$ cat config.mk
export PLATFORM = sky130hd
export DESIGN_NAME = bresenham_line_rasterizer
export DESIGN_NICKNAME = d
export VERILOG_FILES = /design/src/sv/blr_pkg.sv /design/src/sv/blr_front.sv /design/src/sv/blr_cmd_fifo.sv /design/src/sv/blr_back.sv /design/src/sv/bresenham_line_rasterizer.sv
export VERILOG_INCLUDE_DIRS = /design/src /design/src/sv
export SDC_FILE = /design/constraint.sdc
export NUM_CORES = 1
export LEC_CHECK = 0
export ABC_AREA = 1
export BUFFER_PORTS_ARGS = -buffer_cell sky130_fd_sc_hd__buf_2
export CORE_MARGIN = 2
export CORE_UTILIZATION = 35
export CTS_CLUSTER_SIZE = 24
export DETAILED_ROUTE_END_ITERATION = 16
export HOLD_SLACK_MARGIN = 0.06
export PLACE_DENSITY_LB_ADDON = 0.3
export SYNTH_ARGS = -nofsm -noshare
export SYNTH_HDL_FRONTEND = slang
export SYNTH_HIERARCHICAL = 1
export SYNTH_SLANG_ARGS = --single-unit
$ cat constraint.sdc
create_clock -name clock -period 14.88 [get_ports clock]
set_clock_uncertainty 0.15 [all_clocks]
set_input_delay 1.488 -clock clock [delete_from_list [all_inputs] [get_ports clock]]
set_output_delay 1.488 -clock clock [all_outputs]
set_load 0.05 [all_outputs]
$ cat src/sv/bresenham_line_rasterizer_macros.svh
// Assertion helpers used by the rasterizer RTL.
`ifndef BRESENHAM_LINE_RASTERIZER_MACROS_SVH
`define BRESENHAM_LINE_RASTERIZER_MACROS_SVH

// ante implies cons in the same cycle
`define BLR_ASSERT_IMP(label, clk, rst, ante, cons, msg) \
   label: assert property (@(posedge clk) disable iff (rst) (ante) |-> (cons)) \
      else $error(msg);

// cond never holds
`define BLR_ASSERT_NEVER(label, clk, rst, cond, msg) \
   label: assert property (@(posedge clk) disable iff (rst) !(cond)) \
      else $error(msg);

`endif

$ cat src/sv/blr_pkg.sv
package blr_pkg;

   localparam int COORD_W        = 6;
   localparam int COLOR_W        = 32;
   localparam int DN2_W          = COORD_W + 1;
   localparam int ERR_W          = COORD_W + 1;
   localparam int SUM_W          = COORD_W + 3;
   localparam int CMD_FIFO_DEPTH = 2;

   typedef logic [COORD_W-1:0] coord_type;
   typedef logic [COLOR_W-1:0] color_type;

   // one classified line, major axis rising
   typedef struct packed {
      logic            steep;
      logic            step_down;
      coord_type       m_start;
      coord_type       n_start;
      coord_type       m_end;
      coord_type       dm;
      logic [DN2_W-1:0] dn2;
      color_type       color;
   } cmd_type;

endpackage

$ cat src/sv/blr_front.sv
module blr_front #(
   parameter int TILE_SIZE = 64
) (
   input  logic               clock,
   input  logic               reset,
   input  logic               push,
   output logic               full,
   input  blr_pkg::coord_type req_start_x,
   input  blr_pkg::coord_type req_start_y,
   input  blr_pkg::coord_type req_end_x,
   input  blr_pkg::coord_type req_end_y,
   input  blr_pkg::color_type req_line_color,
   output logic               cmd_push,
   output blr_pkg::cmd_type   cmd,
   input  logic               cmd_full
);

   localparam int COORD_LIMIT = 1 << blr_pkg::COORD_W;
   localparam blr_pkg::coord_type COORD_MAX = (TILE_SIZE >= COORD_LIMIT) ?
      blr_pkg::coord_type'(COORD_LIMIT - 1) : blr_pkg::coord_type'(TILE_SIZE - 1);

   logic             front_valid_ff, front_valid_in;
   logic             zero_ff;
   blr_pkg::cmd_type cmd_ff;

   logic             drain, accept;
   blr_pkg::coord_type ax, ay, bx, by, adx, ady;
   blr_pkg::coord_type m0, n0, m1, n1, ms, ns, me, ne;
   logic             steep, swap;
   blr_pkg::cmd_type cmd_in;

   function automatic blr_pkg::coord_type clamp(input blr_pkg::coord_type c);
      return (c > COORD_MAX) ? COORD_MAX : c;
   endfunction

   always_comb begin
      ax = clamp(req_start_x);
      ay = clamp(req_start_y);
      bx = clamp(req_end_x);
      by = clamp(req_end_y);
      adx = (bx > ax) ? bx - ax : ax - bx;
      ady = (by > ay) ? by - ay : ay - by;
      steep = adx < ady;
      m0 = steep ? ay : ax;
      n0 = steep ? ax : ay;
      m1 = steep ? by : bx;
      n1 = steep ? bx : by;
      swap = m0 > m1;
      ms = swap ? m1 : m0;
      ns = swap ? n1 : n0;
      me = swap ? m0 : m1;
      ne = swap ? n0 : n1;
      cmd_in.steep     = steep;
      cmd_in.step_down = !(ne > ns);
      cmd_in.m_start   = ms;
      cmd_in.n_start   = ns;
      cmd_in.m_end     = me;
      cmd_in.dm        = me - ms;
      cmd_in.dn2       = (ne > ns) ? {ne - ns, 1'b0} : {ns - ne, 1'b0};
      cmd_in.color     = req_line_color;
   end

   // zero-span lines are dropped here and never reach the queue
   assign drain          = front_valid_ff && (zero_ff || !cmd_full);
   assign full           = front_valid_ff && !drain;
   assign accept         = push && !full;
   assign cmd_push       = front_valid_ff && !zero_ff && !cmd_full;
   assign cmd            = cmd_ff;
   assign front_valid_in = accept ? 1'b1 : (drain ? 1'b0 : front_valid_ff);

   always_ff @(posedge clock) begin
      if (reset) begin
         front_valid_ff <= 1'b0;
      end else begin
         front_valid_ff <= front_valid_in;
      end
   end

   always_ff @(posedge clock) begin
      if (accept) begin
         cmd_ff  <= cmd_in;
         zero_ff <= (cmd_in.dm == '0);
      end
   end

endmodule

$ cat src/sv/blr_cmd_fifo.sv
module blr_cmd_fifo (
   input  logic             clock,
   input  logic             reset,
   input  logic             wr,
   input  blr_pkg::cmd_type din,
   output logic             full,
   input  logic             rd,
   output blr_pkg::cmd_type dout,
   output logic             empty
);

   localparam int DEPTH = blr_pkg::CMD_FIFO_DEPTH;
   localparam int PTR_W = (DEPTH > 1) ? $clog2(DEPTH) : 1;
   localparam int CNT_W = $clog2(DEPTH + 1);
   localparam logic [PTR_W-1:0] LAST_PTR = PTR_W'(DEPTH - 1);

   blr_pkg::cmd_type   mem_ff [DEPTH];
   logic [PTR_W-1:0]   wr_ptr_ff, wr_ptr_in, rd_ptr_ff, rd_ptr_in;
   logic [CNT_W-1:0]   count_ff, count_in;
   logic               do_wr, do_rd;

   assign full  = (count_ff == CNT_W'(DEPTH));
   assign empty = (count_ff == '0);
   assign do_wr = wr && !full;
   assign do_rd = rd && !empty;
   assign dout  = mem_ff[rd_ptr_ff];

   always_comb begin
      wr_ptr_in = wr_ptr_ff;
      rd_ptr_in = rd_ptr_ff;
      count_in  = count_ff;
      if (do_wr) begin
         wr_ptr_in = (wr_ptr_ff == LAST_PTR) ? '0 : wr_ptr_ff + 1'b1;
      end
      if (do_rd) begin
         rd_ptr_in = (rd_ptr_ff == LAST_PTR) ? '0 : rd_ptr_ff + 1'b1;
      end
      if (do_wr && !do_rd) begin
         count_in = count_ff + 1'b1;
      end else if (do_rd && !do_wr) begin
         count_in = count_ff - 1'b1;
      end
   end

   always_ff @(posedge clock) begin
      if (reset) begin
         wr_ptr_ff <= '0;
         rd_ptr_ff <= '0;
         count_ff  <= '0;
      end else begin
         wr_ptr_ff <= wr_ptr_in;
         rd_ptr_ff <= rd_ptr_in;
         count_ff  <= count_in;
      end
   end

   always_ff @(posedge clock) begin
      if (do_wr) begin
         mem_ff[wr_ptr_ff] <= din;
      end
   end

endmodule

$ cat src/sv/blr_back.sv
module blr_back (
   input  logic               clock,
   input  logic               reset,
   input  blr_pkg::cmd_type   cmd,
   input  logic               cmd_empty,
   output logic               cmd_pop,
   output logic               busy,
   output logic               empty,
   input  logic               pop,
   output blr_pkg::coord_type rsp_pixel_x,
   output blr_pkg::coord_type rsp_pixel_y,
   output blr_pkg::color_type rsp_pixel_color,
   output logic               rsp_last_pixel
);

   localparam int ERR_W = blr_pkg::ERR_W;
   localparam int SUM_W = blr_pkg::SUM_W;

   logic active_ff, active_in;
   logic rsp_valid_ff, rsp_valid_in;

   logic                       steep_ff, step_down_ff;
   blr_pkg::coord_type         m_ff, n_ff, m_end_ff, dm_ff;
   logic [blr_pkg::DN2_W-1:0]  dn2_ff;
   blr_pkg::color_type         color_ff;
   logic signed [ERR_W-1:0]    err_ff;

   blr_pkg::coord_type         x_ff, y_ff;
   blr_pkg::color_type         rsp_color_ff;
   logic                       last_ff;

   logic                       out_free, fire, is_last, minor_step;
   logic signed [SUM_W-1:0]    err_sum, err_wrap;

   assign out_free = !rsp_valid_ff || pop;
   assign fire     = active_ff && out_free;
   assign is_last  = (m_ff + 1'b1) == m_end_ff;
   assign cmd_pop  = !cmd_empty && (!active_ff || (fire && is_last));

   // error term: gains 2*|dminor| per step, minor moves once it passes dm
   assign err_sum    = SUM_W'(err_ff) + $signed(SUM_W'(dn2_ff));
   assign minor_step = err_sum > $signed(SUM_W'(dm_ff));
   assign err_wrap   = err_sum - $signed(SUM_W'({dm_ff, 1'b0}));

   assign active_in    = cmd_pop ? 1'b1 : ((fire && is_last) ? 1'b0 : active_ff);
   assign rsp_valid_in = fire ? 1'b1 : (pop ? 1'b0 : rsp_valid_ff);

   always_ff @(posedge clock) begin
      if (reset) begin
         active_ff    <= 1'b0;
         rsp_valid_ff <= 1'b0;
      end else begin
         active_ff    <= active_in;
         rsp_valid_ff <= rsp_valid_in;
      end
   end

   always_ff @(posedge clock) begin
      if (cmd_pop) begin
         steep_ff     <= cmd.steep;
         step_down_ff <= cmd.step_down;
         m_ff         <= cmd.m_start;
         n_ff         <= cmd.n_start;
         m_end_ff     <= cmd.m_end;
         dm_ff        <= cmd.dm;
         dn2_ff       <= cmd.dn2;
         color_ff     <= cmd.color;
         err_ff       <= '0;
      end else if (fire) begin
         m_ff <= m_ff + 1'b1;
         if (minor_step) begin
            n_ff   <= step_down_ff ? n_ff - 1'b1 : n_ff + 1'b1;
            err_ff <= ERR_W'(err_wrap);
         end else begin
            err_ff <= ERR_W'(err_sum);
         end
      end
      if (fire) begin
         x_ff         <= steep_ff ? n_ff : m_ff;
         y_ff         <= steep_ff ? m_ff : n_ff;
         rsp_color_ff <= color_ff;
         last_ff      <= is_last;
      end
   end

   assign busy            = active_ff;
   assign empty           = !rsp_valid_ff;
   assign rsp_pixel_x     = x_ff;
   assign rsp_pixel_y     = y_ff;
   assign rsp_pixel_color = rsp_color_ff;
   assign rsp_last_pixel  = last_ff;

endmodule

$ cat src/sv/bresenham_line_rasterizer.sv
// Bresenham line rasterizer for one square tile. A line request (two
// endpoints and a color) is taken on push while full is low; pixels come
// out in order on the rsp_ ports while empty is low and leave on pop, the
// final pixel of each line flagged by rsp_last_pixel. A line whose major span
// is N emits N pixels, one per cycle when pop keeps up; the stepper in the
// back end sets that rate, and it loads the next queued line as it steps
// out the previous line's last pixel. The front end classifies one request
// per cycle while the queue has room, and a two-entry queue decouples it
// from the stepper, so further requests are taken while a line is drawn.
// A request passes the front-end register, queue, stepper and pixel output
// register. Zero-span lines emit nothing and are dropped in the front end.
// Coordinates at or above TILE_SIZE are clamped to TILE_SIZE - 1.
`include "bresenham_line_rasterizer_macros.svh"

module bresenham_line_rasterizer #(
   parameter int TILE_SIZE = 64
) (
   input  logic               clock,
   input  logic               reset,
   input  logic               push,
   output logic               full,
   input  blr_pkg::coord_type req_start_x,
   input  blr_pkg::coord_type req_start_y,
   input  blr_pkg::coord_type req_end_x,
   input  blr_pkg::coord_type req_end_y,
   input  blr_pkg::color_type req_line_color,
   output logic               empty,
   input  logic               pop,
   output blr_pkg::coord_type rsp_pixel_x,
   output blr_pkg::coord_type rsp_pixel_y,
   output blr_pkg::color_type rsp_pixel_color,
   output logic               rsp_last_pixel
);

   logic             cmd_push, cmd_full, cmd_pop, cmd_empty, back_busy;
   blr_pkg::cmd_type cmd_wr, cmd_rd;

   blr_front #(
      .TILE_SIZE(TILE_SIZE)
   ) u_front (
      .clock         (clock),
      .reset         (reset),
      .push          (push),
      .full          (full),
      .req_start_x   (req_start_x),
      .req_start_y   (req_start_y),
      .req_end_x     (req_end_x),
      .req_end_y     (req_end_y),
      .req_line_color(req_line_color),
      .cmd_push      (cmd_push),
      .cmd           (cmd_wr),
      .cmd_full      (cmd_full)
   );

   blr_cmd_fifo u_fifo (
      .clock(clock),
      .reset(reset),
      .wr   (cmd_push),
      .din  (cmd_wr),
      .full (cmd_full),
      .rd   (cmd_pop),
      .dout (cmd_rd),
      .empty(cmd_empty)
   );

   blr_back u_back (
      .clock          (clock),
      .reset          (reset),
      .cmd            (cmd_rd),
      .cmd_empty      (cmd_empty),
      .cmd_pop        (cmd_pop),
      .busy           (back_busy),
      .empty          (empty),
      .pop            (pop),
      .rsp_pixel_x    (rsp_pixel_x),
      .rsp_pixel_y    (rsp_pixel_y),
      .rsp_pixel_color(rsp_pixel_color),
      .rsp_last_pixel (rsp_last_pixel)
   );

   `BLR_ASSERT_NEVER(a_no_push_when_full, clock, reset, cmd_push && cmd_full, "queue overrun")
   `BLR_ASSERT_NEVER(a_no_pop_when_empty, clock, reset, cmd_pop && cmd_empty, "queue underrun")
   `BLR_ASSERT_IMP(a_line_in_flight, clock, reset, !empty && !rsp_last_pixel, back_busy, "line ended early")

endmodule
# Word level (Yosys, flattened, before mapping)
# Memories as Yosys holds them, arrays and structs flattened. A register that Yosys moved wholly into a read port is not among the register bits.
# Index checks and enable logic that the tools add are counted.
# op_classes
add_sub_neg	16
order_cmp	10
n_eq_ne	2
muxes	38
reduce_logical	34
# ops
cell	n
two-way mux 6 bit	22
subtractor 6 bit	7
greater-than comparator 6 bit	4
greater-than comparator 6 bit, second input constant	4
two-way mux 7 bit	2
adder 6 x 1 -> 6 bit, second input constant	2
logical AND 1 bit	12
two-way mux 1 bit	12
nonzero test 2 bit	6
zero test 1 bit	10
adder 7 x 8 -> 9 bit	1
greater-than comparator 9 x 7 -> 1 bit	1
subtractor 7 bit	1
equality test 6 bit	1
zero test 6 bit	1
less-than comparator 6 bit	1
subtractor 6 x 1 -> 6 bit, second input constant	1
two-way mux 2 bit	2
logical OR 1 bit	3
adder 1 bit, second input constant	2
adder 2 x 1 -> 2 bit, second input constant	1
equality test 2 bit, second input constant	1
zero test 2 bit	1
AND reduction 2 bit	1
subtractor 2 x 1 -> 2 bit, second input constant	1
# totals
ff_bits	190
ram_bits	130
in_bits	60
output_inout_bits	47
memories	1
# mem_list
name	depth	width	read_ports	rd_ports_with_merged_regs	write_ports	line_no	rtl
u_fifo.mem_ff	2	65	1	1	1	blr_cmd_fifo.sv:17	blr_pkg::cmd_type mem_ff [DEPTH];

# Depth between registers and ports, before layout
# logic_depth
ltp_word	10
ltp_mapped	49
depth_no_buf	44

# Cells and area by module
# The synthesis kept the hierarchy.
# modules_own_cells
module	n_inst	cells_each	area_per_inst_um2	seq_area_each_um2
blr_back	1	429	5233.8	3483.3
blr_cmd_fifo	1	239	5142.4	4003.8
blr_front	1	534	4649.5	1971.9

# Worst setup path after synthesis
# No wires, ideal clock.
# synth_timing
kind	input to register
start	in req_start_y[1]
end	reg u_front.cmd_ff, in the netlist u_front/cmd[38], data pin
setup_ns	0.258
t_arrival_ns	8.441
slack_ns	6.032
path_stages	45
path_cell_list	clkbuf_1 ha_1 ha_1 o21bai_1 a31oi_1 nor2_1 nor2_1 nor2_1 o22ai_1 nor2_1 a31oi_1 nand3_1 o211ai_1 xor2_1 ha_1 nand2_2 nor2_1 nand2_2 [... 9 more ...] nor2_1 nand2_4 nand2_4 buf_12 buf_2 buf_4 nand2_1 o21ai_0 ha_1 inv_1 fa_1 a221oi_1 o21ai_0 nand2_1 mux2i_1 o21ai_0 a21oi_1 xnor2_1
# synth_rtl
item	line_no	rtl
start: declaration	bresenham_line_rasterizer.sv:23	input blr_pkg::coord_type req_start_y,
end signal: assignment	blr_front.sv:81	cmd_ff <= cmd_in;
end: declaration	blr_front.sv:24	blr_pkg::cmd_type cmd_ff;

==> results.ini <==
[worst_setup_path]
end_kind = flip-flop
cp_slowest_stage_delay_ns = 0.49
critPathRequiredTime_ns = 14.98
worstPathArrival_ns = 9.10
slowest_stage = o21ai_0
cp-start-kind = input pin
cp_max_fo = 49
ff2ff_path_depth = 20
crit_type = input pin to flip-flop
cp_common_cell = ha_1

[timing]
setup_violations = 0
rsz0062_at_grt = false
slew_headroom = 0.339
hold_viol = 0
min_period_ns = 9.00
timing.final.crit_share = 0.605
worstMarginPinSlew_ns = 0.991
maxSlewViolCount = 0
max_freq_mhz = 111
final.setup.tns_ns = 0

[synth]
ys_warn_count = 6
syn_nets = 1335
syn-mean-instance-area_um2 = 12.5
ys_types = 48
seq_area_frac_synth = 0.630
synth_ff_type = edfxtp_1
ys_top_cells_by_area = edfxtp_1 (61%), ha_1 (5.5%), nand2_1 (5.1%)
async_flop_share = 0
syn-cell-area_um2 = 15000
ys_seq_elements = 320
synth_edf_count = 305
synth_top_area_share = 0.610
synth_cells = 1202
synth_top_area_cell = edfxtp_1

[final_layout]
area_growth_pct = 14.0
design_area_um2 = 17100
final_layout_size_suffix_gt1_frac = 0.227
final_common_cell = edfxtp_1
antenna_cells = 0
final_cell_mix = edfxtp_1 (305), nand2_1 (204), inv_1 (146)
nets = 1442
n_fill_cell = 3989

[clock_network]
clkTransAtPathRegs_ns = 0.06
clkLatencyLatePin_ns = 0.52
post_cts_buffers = 0
numCtsBuffers = 35
cts_tree = yes
cts_resized = 0
cts.path.max_buffers = 3
clockRootBuffer = clkbuf_16
holdBufCountCts = 0
cts.htree.levels = 2
cts.sinks = 320

[place]
place_hpwl_mm = 20.0
place_area_um2 = 16000
io_buffers = 106
place_congestion = 0.865

[min_path]
hold_depth = 0
worstHoldPathType = flip-flop to flip-flop

[grt]
grt-ovfl-total = 0
grtUsageTotal = 0.129
grt_pass1_wl_mm = 45.0
grt_max_degree = 66
grt_pass1_vias = 8672
antenna_found_initial = 0

[job]
drv_cap = 0

[detailed_routing]
routed_wl_mm = 28.8
vias = 8731
antenna_left = 0
firstDrtPassIters = 7
vias_per_cell = 4.67
remaining_drc_errors = 0
first_iter_violations = 421
drt-wirelength-per-cell_um = 15.4

[floorplan]
core_region_area_um2 = 42100
placementRows = 75
io_pins = 107
start_util = 0.357
die_x_um = 211
die_h_um = 211
die-area_um2 = 44600

[outcome]
status = finished clean

[critical path: cells and delay by family]
family / cells / cell delay [ns]
compound gates: 12 / 3.05
xor+xnor: 2 / 0.24
fa+ha+maj: 6 / 1.78
buf+inv: 5 / 0.47
mux: 1 / 0.31
simple gates: 13 / 1.75
[cells in the mapped netlist (3+ instances only)]
master and n:
a21oi_1 34, nor2_4 3, inv_1 148, xnor2_1 5
nand4_1 6, o21bai_1 3, nor2_1 57, nor2_2 3
ha_1 66, o21ai_1 7, mux2_4 50, nand2_1 204
xor2_1 20, o21ai_2 8, nand2_2 29, buf_4 4
nand3_2 8, and2_1 3, a211oi_1 5, mux2_2 15
fa_1 7, clkbuf_1 27, mux2i_1 4, nand2_4 8
dfxtp_1 15, nand3_1 55, edfxtp_1 305, o21ai_0 62
or2_2 5, buf_6 9
[kinds of logic after synthesis]
kind of cell / count (synthesis) / synth area share
AOI/OAI and AO/OA: 132 / 0.0509
DFF: 320 / 0.630
and+or+nand+nor: 389 / 0.122
muxes: 69 / 0.0639
other: 1 / 0.000250
buffers and inverters: 193 / 0.0550
adders and majority gates: 73 / 0.0643
xor gates and xnor gates: 25 / 0.0146
[final timing paths]
| kind | startpoint | endpoint | slack, ns |
|---|---|---|---|
| worst max-delay path | req_end_y[1] | u_front/cmd[38] | 5.88 |
| worst min-delay path | u_back/color_ff[14] | u_back/rsp_pixel_color[14] | 0.27 |
| worst max register to register | u_back/err_ff[0] | u_back/n_ff[0] | 11.18 |
| worst min register to register | u_back/color_ff[14] | u_back/rsp_pixel_color[14] | 0.27 |
[registers in the layout (all words and copies together) (netlist names), 2 cells and up, named ones only]
name and count:
u_back/rsp_pixel_color 32, u_front/cmd 64, u_back/dn2_ff 7, u_back/n_ff 6, u_back/dm_ff 6, u_back/m_end_ff 6, u_back/rsp_pixel_x 6, u_back/color_ff 32
u_back/err_ff 7, u_back/rsp_pixel_y 6, u_fifo/count_ff 2, u_fifo/mem_ff 130, u_back/m_ff 6
[through the flow]
stage	setup slack (ns)	util	hold WS, ns	std cells
2_1_floorplan	6.03	-	0.250	1202
3_3_place_gp	5.76	0.381	0.251	1811
3_5_place_dp	5.43	0.381	0.255	1811
4_1_cts	5.95	0.406	0.268	1871
5_1_grt	5.16	0.406	0.270	1871
6_report	5.88	0.406	0.266	1871
[layer usage]
layer,GRT usage,share of wire,up-vias
li1,-,-,4354
met1,0.169,0.46,4125
met2,0.213,0.47,199
met3,0.0232,0.045,53
met4,0.0471,0.028,0
met5,0,0,-
[cell type report]
| cell class | instances | area (um2) | share of cell area |
|---|---|---|---|
| clock inverters | 20 | 189 | 0.0110 |
| well taps | 539 | 674 | 0.0394 |
| multi-input cells | 689 | 4760 | 0.278 |
| flip-flops and latches | 320 | 9460 | 0.553 |
| clock buffers | 40 | 895 | 0.0522 |
| inverters | 150 | 563 | 0.0329 |
| repair buffers | 113 | 583 | 0.0341 |
Power is not shown: default switching activity piles up to over one toggle a cycle in this logic, so the estimate is an artifact.
